## config.mk

```make
export PLATFORM = sky130hd
export DESIGN_NAME = vital_sign_spike_filter_alarm
export DESIGN_NICKNAME = d
export VERILOG_FILES = /design/src/rtl/vssfa_pkg.sv /design/src/rtl/vital_sign_spike_filter_alarm.sv /design/src/rtl/vssfa_chan.sv
export VERILOG_INCLUDE_DIRS = /design/src /design/src/rtl
export SDC_FILE = /design/constraint.sdc
export NUM_CORES = 1
export LEC_CHECK = 0
export BUFFER_PORTS_ARGS = -buffer_cell sky130_fd_sc_hd__buf_4
export CAP_MARGIN = 20
export CORE_ASPECT_RATIO = 1.2
export CORE_MARGIN = 5
export CORE_UTILIZATION = 60
export DETAILED_ROUTE_END_ITERATION = 6
export PLACE_DENSITY_LB_ADDON = 0.1
export SLEW_MARGIN = 20
export SYNTH_ARGS = -nofsm -noshare
export SYNTH_HDL_FRONTEND = slang
export SYNTH_HIERARCHICAL = 1
export SYNTH_SLANG_ARGS = --single-unit
```

## constraint.sdc

```tcl
create_clock -name clk -period 13.4 [get_ports clk]
set_input_delay 1.34 -clock clk [delete_from_list [all_inputs] [get_ports clk]]
set_output_delay 1.34 -clock clk [all_outputs]
set_load 0.02 [all_outputs]
```

## src/rtl/vital_sign_spike_filter_alarm_assert.svh

```systemverilog
// Assertion macros used by the vital sign filter RTL.
// Relies on clk and arst_n being present in the module that uses them.
`ifndef VITAL_SIGN_SPIKE_FILTER_ALARM_ASSERT_SVH
`define VITAL_SIGN_SPIKE_FILTER_ALARM_ASSERT_SVH
`ifndef ASSERT_OFF
`define VSSFA_ASSERT_ALWAYS(lbl, cond) \
	lbl: assert property (@(posedge clk) disable iff (!arst_n) (cond)) \
		else $error("vssfa assertion failed");
`define VSSFA_ASSERT_NEXT(lbl, ante, cons) \
	lbl: assert property (@(posedge clk) disable iff (!arst_n) (ante) |=> (cons)) \
		else $error("vssfa assertion failed");
`else
`define VSSFA_ASSERT_ALWAYS(lbl, cond)
`define VSSFA_ASSERT_NEXT(lbl, ante, cons)
`endif
`endif

```

## src/rtl/vssfa_pkg.sv

```systemverilog
// Shared types and constants of the vital sign spike filter and alarm.
// No dependencies.
`timescale 1ns / 1ps

package vssfa_pkg;

	localparam int SAMPLE_W = 12;
	localparam int OXY_W    = 8;
	localparam int STATUS_W = 2;

	localparam logic [SAMPLE_W-1:0] LAST_RESET  = 12'd4095;
	localparam logic [SAMPLE_W-1:0] LIMIT_RESET = 12'd4095;
	localparam logic [OXY_W-1:0]    OXY_RESET   = 8'd90;

	typedef enum logic [STATUS_W-1:0] {
		STATUS_OK           = 2'd0,
		STATUS_ALERT        = 2'd1,
		STATUS_DISCONNECTED = 2'd2
	} status_t;

	typedef enum logic [2:0] {
		REG_GAS_STEP   = 3'd0,
		REG_TEMP_STEP  = 3'd1,
		REG_GAS_ALARM  = 3'd2,
		REG_TEMP_ALARM = 3'd3,
		REG_OXY_ALARM  = 3'd4
	} reg_idx_t;

	// Per-channel result of one beat: average after the update, block completed
	typedef struct packed {
		logic [SAMPLE_W-1:0] avg;
		logic                done;
	} chan_res_t;

endpackage

```

## src/rtl/vital_sign_spike_filter_alarm.sv

```systemverilog
// Top level of the vital sign spike filter and alarm: stream ports, APB registers.
// Depends on vssfa_pkg and vssfa_chan.
`timescale 1ns / 1ps

// Usage:
// Each input beat on the s_ side carries one converter sample, an oximeter
// reading and the panic flag. Samples alternate gas, temperature, gas, ...
// starting with gas after reset. Every input beat yields exactly one output
// beat on the m_ side with the status, both stored block averages, the held
// oxygen value and a flag marking a completed block average.
// An accepted beat is held in the input register and then moves to the
// output register, which raises m_tvalid. Throughput: one beat per cycle
// while the receiver takes beats; the input register feeds a single pass of
// spike rejection, block sum and reciprocal multiply, and the channel state is
// rewritten in the same edge that loads the output register.
// Reset clears the channel pointer, sums, counts and averages, sets the last
// values to full scale and loads the register reset values.
// When the receiver stalls, the output register holds its beat, the input
// register fills, and s_tready drops until the output is taken.
// Registers (APB, byte address 4*i): gas step limit, temperature step limit,
// gas alarm level, temperature alarm level, oxygen alarm level. Write only
// while the block is idle.

module vital_sign_spike_filter_alarm
	import vssfa_pkg::*;
#(
	parameter int BLOCK_LAST_INDEX = 7
) (
	input  logic        clk,
	input  logic        arst_n,
	input  logic        s_tvalid,
	output logic        s_tready,
	input  logic [23:0] s_tdata,   // sample[11:0], oxygen_reading[19:12], panic_active[20]
	output logic        m_tvalid,
	input  logic        m_tready,
	output logic [39:0] m_tdata,   // status[1:0], gas_average[13:2], temp_average[25:14],
	                               // oxygen_value[33:26], average_done[34]
	input  logic        psel,
	input  logic        penable,
	input  logic        pwrite,
	input  logic [4:0]  paddr,
	input  logic [31:0] pwdata,
	output logic [31:0] prdata,
	output logic        pready
);

	logic [SAMPLE_W-1:0] gas_step_q, temp_step_q, gas_alarm_q, temp_alarm_q;
	logic [OXY_W-1:0]    oxy_alarm_q;
	logic [2:0]          reg_idx;
	logic                reg_wr;

	logic                valid_s1;
	logic [SAMPLE_W-1:0] sample_s1;
	logic [OXY_W-1:0]    oxy_s1;
	logic                panic_s1;

	logic                ptr_q;
	logic [OXY_W-1:0]    oxy_hold_q;
	logic                m_valid_q;
	logic [39:0]         m_data_q;

	logic                out_free;
	logic                advance;
	chan_res_t           gas_res, temp_res;
	logic                oxy_ok;
	status_t             status;
	logic [OXY_W-1:0]    oxy_next;

	// Configuration
	assign pready  = 1'b1;
	assign reg_idx = paddr[4:2];
	assign reg_wr  = psel && penable && pwrite;

	always_ff @(posedge clk or negedge arst_n) begin
		if (!arst_n) begin
			gas_step_q   <= LIMIT_RESET;
			temp_step_q  <= LIMIT_RESET;
			gas_alarm_q  <= LIMIT_RESET;
			temp_alarm_q <= LIMIT_RESET;
			oxy_alarm_q  <= OXY_RESET;
		end else if (reg_wr) begin
			case (reg_idx)
				REG_GAS_STEP:   gas_step_q   <= pwdata[SAMPLE_W-1:0];
				REG_TEMP_STEP:  temp_step_q  <= pwdata[SAMPLE_W-1:0];
				REG_GAS_ALARM:  gas_alarm_q  <= pwdata[SAMPLE_W-1:0];
				REG_TEMP_ALARM: temp_alarm_q <= pwdata[SAMPLE_W-1:0];
				REG_OXY_ALARM:  oxy_alarm_q  <= pwdata[OXY_W-1:0];
				default: ;
			endcase
		end
	end

	always_comb begin
		case (reg_idx)
			REG_GAS_STEP:   prdata = {20'd0, gas_step_q};
			REG_TEMP_STEP:  prdata = {20'd0, temp_step_q};
			REG_GAS_ALARM:  prdata = {20'd0, gas_alarm_q};
			REG_TEMP_ALARM: prdata = {20'd0, temp_alarm_q};
			REG_OXY_ALARM:  prdata = {24'd0, oxy_alarm_q};
			default:        prdata = '0;
		endcase
	end

	// Handshake: input register advances whenever the output register frees up
	assign out_free = !m_valid_q || m_tready;
	assign advance  = valid_s1 && out_free;
	assign s_tready = !valid_s1 || out_free;
	assign m_tvalid = m_valid_q;
	assign m_tdata  = m_data_q;

	always_ff @(posedge clk or negedge arst_n) begin
		if (!arst_n) begin
			valid_s1 <= 1'b0;
		end else if (s_tready) begin
			valid_s1 <= s_tvalid;
		end
	end

	always_ff @(posedge clk) begin
		if (s_tvalid && s_tready) begin
			sample_s1 <= s_tdata[11:0];
			oxy_s1    <= s_tdata[19:12];
			panic_s1  <= s_tdata[20];
		end
	end

	vssfa_chan #(
		.BLOCK_LAST_INDEX(BLOCK_LAST_INDEX)
	) u_gas (
		.clk       (clk),
		.arst_n    (arst_n),
		.feed      (advance && !ptr_q),
		.sample    (sample_s1),
		.step_limit(gas_step_q),
		.res       (gas_res)
	);

	vssfa_chan #(
		.BLOCK_LAST_INDEX(BLOCK_LAST_INDEX)
	) u_temp (
		.clk       (clk),
		.arst_n    (arst_n),
		.feed      (advance && ptr_q),
		.sample    (sample_s1),
		.step_limit(temp_step_q),
		.res       (temp_res)
	);

	always_comb begin
		oxy_ok   = (oxy_s1 != '0) && (oxy_s1 >= oxy_alarm_q);
		oxy_next = oxy_ok ? oxy_s1 : oxy_hold_q;
		if (oxy_s1 == '0 && !panic_s1) begin
			status = STATUS_DISCONNECTED;
		end else if (panic_s1 || (oxy_s1 != '0 && oxy_s1 < oxy_alarm_q)
				|| gas_res.avg > gas_alarm_q || temp_res.avg > temp_alarm_q) begin
			status = STATUS_ALERT;
		end else begin
			status = STATUS_OK;
		end
	end

	always_ff @(posedge clk or negedge arst_n) begin
		if (!arst_n) begin
			ptr_q      <= 1'b0;
			oxy_hold_q <= '0;
			m_valid_q  <= 1'b0;
		end else begin
			if (advance) begin
				ptr_q      <= !ptr_q;
				oxy_hold_q <= oxy_next;
				m_valid_q  <= 1'b1;
			end else if (m_tready) begin
				m_valid_q <= 1'b0;
			end
		end
	end

	always_ff @(posedge clk) begin
		if (advance) begin
			m_data_q <= {5'd0, (gas_res.done || temp_res.done), oxy_next,
				temp_res.avg, gas_res.avg, status};
		end
	end

endmodule

```

## src/rtl/vssfa_chan.sv

```systemverilog
// One sensor channel: spike rejection, block sum and block average.
// Depends on vssfa_pkg and vital_sign_spike_filter_alarm_assert.svh.
`timescale 1ns / 1ps
`include "vital_sign_spike_filter_alarm_assert.svh"

module vssfa_chan
	import vssfa_pkg::*;
#(
	parameter int BLOCK_LAST_INDEX = 7
) (
	input  logic                clk,
	input  logic                arst_n,
	input  logic                feed,
	input  logic [SAMPLE_W-1:0] sample,
	input  logic [SAMPLE_W-1:0] step_limit,
	output chan_res_t           res
);

	localparam int BLOCK_LEN = BLOCK_LAST_INDEX + 1;
	localparam int CNT_W     = $clog2(BLOCK_LAST_INDEX + 2);
	localparam int SUM_W     = SAMPLE_W + $clog2(BLOCK_LEN);
	localparam int DIV_SHIFT = SUM_W + $clog2(BLOCK_LEN);
	localparam int MAG_W     = SUM_W + 1;
	localparam int PROD_W    = SUM_W + MAG_W;
	// Round-up reciprocal: exact truncating quotient for every sum below 2**SUM_W
	localparam longint unsigned MAGIC_WIDE = (64'd1 << DIV_SHIFT) / BLOCK_LEN + 64'd1;
	localparam logic [MAG_W-1:0] DIV_MAGIC = MAGIC_WIDE[MAG_W-1:0];
	localparam logic [CNT_W-1:0] CNT_LAST  = CNT_W'(BLOCK_LAST_INDEX);

	logic [SUM_W-1:0]    sum_q;
	logic [CNT_W-1:0]    cnt_q;
	logic [SAMPLE_W-1:0] last_q;
	logic [SAMPLE_W-1:0] avg_q;

	logic [SAMPLE_W:0]   ceiling;
	logic [SAMPLE_W-1:0] kept;
	logic                nonzero;
	logic [SUM_W-1:0]    sum_add;
	logic [CNT_W-1:0]    cnt_add;
	logic                complete;
	logic [PROD_W-1:0]   prod;
	logic [PROD_W-1:0]   quot_full;
	logic [SAMPLE_W-1:0] quot;

	always_comb begin
		ceiling   = {1'b0, last_q} + {1'b0, step_limit};
		// Replace a spike by the last accepted value, or by the block average after a block completes
		kept      = ({1'b0, sample} > ceiling) ? last_q : sample;
		nonzero   = (kept != '0);
		sum_add   = sum_q + (nonzero ? SUM_W'(kept) : '0);
		cnt_add   = cnt_q + CNT_W'(nonzero);
		complete  = (cnt_add > CNT_LAST);
		prod      = {{MAG_W{1'b0}}, sum_add} * {{SUM_W{1'b0}}, DIV_MAGIC};
		quot_full = prod >> DIV_SHIFT;
		quot      = quot_full[SAMPLE_W-1:0];
		res.done  = feed && complete;
		res.avg   = (feed && complete) ? quot : avg_q;
	end

	always_ff @(posedge clk or negedge arst_n) begin
		if (!arst_n) begin
			sum_q  <= '0;
			cnt_q  <= '0;
			last_q <= LAST_RESET;
			avg_q  <= '0;
		end else if (feed) begin
			if (complete) begin
				avg_q  <= quot;
				last_q <= quot;
				sum_q  <= '0;
				cnt_q  <= '0;
			end else begin
				sum_q <= sum_add;
				cnt_q <= cnt_add;
				if (nonzero) begin
					last_q <= kept;
				end
			end
		end
	end

	`VSSFA_ASSERT_ALWAYS(a_cnt_bound, cnt_q <= CNT_LAST)
	`VSSFA_ASSERT_NEXT(a_block_clear, res.done, (cnt_q == '0) && (sum_q == '0) && (last_q == avg_q))
	`VSSFA_ASSERT_NEXT(a_avg_hold, !feed, $stable(avg_q) && $stable(sum_q))

endmodule

```

==> Implementation_results.wiki <==
{| class="wikitable"
! Metric !! Value
|-
| CTS root buf || sky130_fd_sc_hd__clkbuf_16
|-
| Worst slew slack as a fraction of its limit || 32.07%
|-
| Total of fill cells in the finished design || 1,619
|-
| Tcrit/Tclk final || 61.51%
|-
| Maximum frequency from static timing analysis || 121.3 MHz
|-
| Worst slack after detailed placement || 5.192 ns
|-
| Critical path endpoint category || flip-flop
|-
| Total wire length || 32.35 mm
|-
| Most repeated library cell on the critical path || sky130_fd_sc_hd__ha_1
|-
| Cell at the slowest stage of the critical path || sky130_fd_sc_hd__a2111oi_0
|-
| Number of slew-limit violations in the final report || 0
|-
| Number of enable-type register cells in the synthesized netlist || 56
|-
| Launch point of the worst reg-to-reg path || gas_step_q[0]
|-
| Reported leakage power || 6.337 nW
|-
| Layout cells sized above 1 || 23.52%
|-
| Wire per inst || 20.37 um
|-
| Critical Path RT || 13.65 ns
|-
| Flip-flop cell with the highest count after synthesis || sky130_fd_sc_hd__dfrtp_1
|-
| Total global routing overflow || 0
|-
| Type of element launching the critical path || flip-flop
|-
| Number of cells produced by synthesis || 1,218
|-
| Total core area || between 0.02 and 0.025 sq mm
|-
| Clk_skew || 0.02193 ns
|-
| DRC marker count from the first detailed-route iteration || 518
|-
| CP max stage delay || 0.66 ns
|-
| WS Path Type || flip-flop to flip-flop
|-
| Post-layout power || 3.566 mW
|-
| Number of top-level pins || ~140
|-
| Effective utilization at floorplan || 60.91%
|-
| Transition at the pin with the smallest max-transition slack || between 1 and 1.5 ns
|-
| DRC violations left || 0
|-
| Total number of placement rows || 58
|-
| Worst hold path endpoint || u_temp/cnt_q[2]
|-
| DPL Wire Length || between 20 and 25 mm
|-
| Number of flip-flops and latches in the synthesized netlist || 209
|-
| First-pass GRT wire length || 50.79 mm
|-
| Number of hold-slack violations in the final timing report || 0
|-
| Die width || 143.2 um
|-
| Number of iterations in the first detailed-routing pass || 5
|-
| Mean instance size in the synthesized netlist || 10.49 sq um
|-
| Total number of clock tree sinks || around 210
|-
| Final setup fails || 0
|-
| Die footprint || 0.02432 sq mm
|-
| Number of buffers inserted for hold repair after clock tree synthesis || 0
|-
| Min-Delay Startpoint || u_temp/cnt_q[2]
|-
| Die H || 169.8 um
|-
| Antenna violations before repair || 0
|-
| Count of input and output buffers || 91
|-
| Setup WS post-layout || 5.157 ns
|-
| Worst-skew pair later-pin latency || roughly 0.53 ns
|-
| H-tree Lvls || 1
|-
| Num CTS Buffers || 22
|-
| HP Class || flip-flop to flip-flop
|-
| Synth warn || 6
|-
| FFs w/ async S/R, synth || between 70% and 80%
|-
| Setup repair after global routing missed its margin || no
|-
| Clock slew seen by the registers of the worst setup and hold paths || 0.06 ns
|-
| Cells on worst reg2reg path || 33
|-
| Hold depth || 1
|-
| Total via count after detailed routing || 9,609
|-
| Diodes inserted || 0
|-
| Largest net degree at the start of global routing || 86
|-
| Area of the mapped netlist || around 0.013 sq mm
|-
| Number of vias per cell || 6.051
|-
| Library cells used by synthesis || 80
|-
| Number of max-capacitance violations reported || 0
|-
| Area Overhead vs Synth || 12.51%
|-
| Via count of the first global-routing pass || 9,466
|-
| Hold Worst Slack || 0.4981 ns
|-
| End of the worst register-to-register path || m_tdata[0]
|-
| Number of nets with antenna violations after detailed routing || 0
|-
| Final layout net count || 1,482
|-
| TritonCTS clock tree || yes
|-
| Number of resized instances in the post-cts repair step || 0
|-
| Worst Path Arrival || 8.49 ns
|-
| Area after DPL || 0.01359 sq mm
|-
| Setup TNS after final layout || 0 ns
|-
| Result of the run || completed
|-
| Power density over cell area || around 250 mW/mm^2
|-
| Global routing usage summed across all routing layers || 26.46%
|-
| Worst-case register-to-register setup slack || around 5.2 ns
|-
| Placer's final routability congestion estimate || around 0.95
|-
| Worst-path fanout max || 19
|-
| Final instance area || about 0.014 sq mm
|-
| Seq/Total Area, Yosys || 43.88%
|-
| Number of buffers between clock root and the deepest sink || 3
|-
| Worst VDD drop || 188.4 uV
|-
| Clock period minus final worst setup slack || slightly above 8 ns
|-
| Count of buffers added by post-CTS timing repair for setup || 0
|}
==> cell families (layout without fill, tap and decap cells) <==
kind of cell / count (synthesis) / count (layout) / share of synthesized area, %
buf+inv: 162 / 238 / 5.858
other cells: 2 / 26 / 0.05879
mux: 82 / 82 / 7.562
compound gates: 330 / 330 / 17.74
fa+ha+maj: 112 / 112 / 11.21
flops: 209 / 209 / 43.88
simple gates: 274 / 274 / 10.47
xor+xnor: 47 / 47 / 3.223
==> Yosys cell counts (all sizes together) (5+ instances only) <==
cell type / number / area (sq um)
nand2b: 7 / 43.79
nand3: 34 / 170.2
buf: 43 / 301.5
a21o: 21 / 157.7
a22o: 18 / 157.7
o21bai: 7 / 52.55
o22ai: 35 / 219.0
o21ai: 93 / 484.2
dfrtp: 77 / 1927
a21boi: 5 / 37.54
nor2: 41 / 161.4
inv: 96 / 360.4
a211oi: 8 / 65.06
ha: 108 / 1351
nand2: 97 / 366.6
mux2: 76 / 855.8
clkbuf: 23 / 86.33
nand4: 13 / 81.33
o21a: 15 / 112.6
o211ai: 5 / 56.30
a22oi: 16 / 120.1
a21oi: 52 / 260.3
and3: 6 / 37.54
o31ai: 9 / 72.57
nor3: 20 / 100.1
xor2: 26 / 227.7
nor2b: 18 / 112.6
edfxtp: 56 / 1682
xnor2: 21 / 183.9
or3: 7 / 43.79
a31oi: 9 / 83.83
or2: 7 / 43.80
nor4: 15 / 100.1
dfstp: 76 / 1997
==> area by class of cell <==
| class | instances | area [sq um] | share of cell area [%] |
|---|---|---|---|
| clock inverter | 11 | 177.7 | 1.236 |
| inverter | 96 | 360.3 | 2.507 |
| sequential | 209 | 5605 | 39.00 |
| tap | 270 | 337.8 | 2.351 |
| timing repair buffer | 102 | 769.5 | 5.354 |
| multi-input combinational | 871 | 6513 | 45.32 |
| clock buffer | 29 | 608.1 | 4.231 |
==> metrics by stage <==
step                std cells  utilization (%)
finish                   1588            68.52
global route             1588            68.52
CTS                      1588            68.52
global placement         1548            64.78
detailed placement       1548            64.78
floorplan                1242                -
==> layout by cell type (no fill, tap or decap), types with 5 or more instances in the layout <==
master and instances:
sky130_fd_sc_hd__o22ai_1 35, sky130_fd_sc_hd__clkbuf_16 23, sky130_fd_sc_hd__o21bai_1 7, sky130_fd_sc_hd__a21oi_1 52, sky130_fd_sc_hd__a211oi_1 7, sky130_fd_sc_hd__dfstp_2 76, sky130_fd_sc_hd__dfrtp_1 77, sky130_fd_sc_hd__nor4_1 14
sky130_fd_sc_hd__nor2b_1 18, sky130_fd_sc_hd__o21ai_0 79, sky130_fd_sc_hd__clkbuf_1 5, sky130_fd_sc_hd__and3_1 6, sky130_fd_sc_hd__o21ai_1 11, sky130_fd_sc_hd__xnor2_1 21, sky130_fd_sc_hd__inv_1 96, sky130_fd_sc_hd__nor3_1 20
sky130_fd_sc_hd__edfxtp_1 56, sky130_fd_sc_hd__nand2b_1 7, sky130_fd_sc_hd__xor2_1 26, sky130_fd_sc_hd__or2_2 6, sky130_fd_sc_hd__buf_4 101, sky130_fd_sc_hd__or3_1 7, sky130_fd_sc_hd__a21o_1 21, sky130_fd_sc_hd__nand2_1 96
sky130_fd_sc_hd__o31ai_1 8, sky130_fd_sc_hd__a31oi_1 6, sky130_fd_sc_hd__conb_1 26, sky130_fd_sc_hd__nand4_1 13, sky130_fd_sc_hd__a22oi_1 16, sky130_fd_sc_hd__a22o_1 18, sky130_fd_sc_hd__nand3_1 34, sky130_fd_sc_hd__o21a_1 15
sky130_fd_sc_hd__mux2_2 67, sky130_fd_sc_hd__mux2_1 9, sky130_fd_sc_hd__nor2_1 39, sky130_fd_sc_hd__ha_1 108
==> sequential cells by signal, summed over array words and instances (netlist names) <==
register	cells
temp_alarm_q	12
temp_step_q	12
m_tdata	35
oxy_hold_q	8
ptr_q	1
oxy_s1	8
u_gas/cnt_q	4
gas_alarm_q	12
u_temp/cnt_q	4
u_temp/last_q	12
u_temp/sum_q	15
u_gas/last_q	12
u_gas/avg_q	12
oxy_alarm_q	8
valid_s1	1
u_gas/sum_q	15
sample_s1	12
u_temp/avg_q	12
panic_s1	1
gas_step_q	12
m_tvalid	1
==> how the worst max path moves through the flow <==
stage,start,end,slack [ns],cells after the start
global route,gas_step_q[0],m_tdata[0],4.46,33
finish,gas_step_q[0],m_tdata[0],5.16,33
global placement,gas_step_q[0],m_tdata[0],5.25,33
CTS,gas_step_q[0],m_tdata[0],5.10,33
floorplan,u_gas/last_q[0],m_tdata[0],6.32,35
detailed placement,gas_step_q[0],m_tdata[0],5.19,33
==> routing by layer <==
metal  part of all wire, %  up-vias  GRT usage, %
li1                      -     4584             -
met1                    42     4689         34.75
met2                    48      250         42.54
met3                   4.6       86         3.485
met4                   6.0        0         14.59
met5                     0        -             0
==> worst max-delay path, delay by kind of cell (launching register included) <==
| kind | cells | cell delay (ns) |
|---|---|---|
| compound gates | 15 | 3.67 |
| fa+ha+maj | 6 | 1.89 |
| simple gates | 8 | 1.42 |
| flops | 1 | 0.59 |
| xor+xnor | 2 | 0.28 |
| buf+inv | 2 | 0.12 |
==> where the power goes <==
| group | internal (mW) | leakage [nW] | switching (mW) |
|---|---|---|---|
| sequential | 0.910 | 2.31 | 0.147 |
| combinational | 0.740 | 3.64 | 1.11 |
| clock | 0.399 | 0.383 | 0.259 |
| total | 2.05 | 6.34 | 1.52 |
No activity file was read; power rests on OpenSTA's default activity.
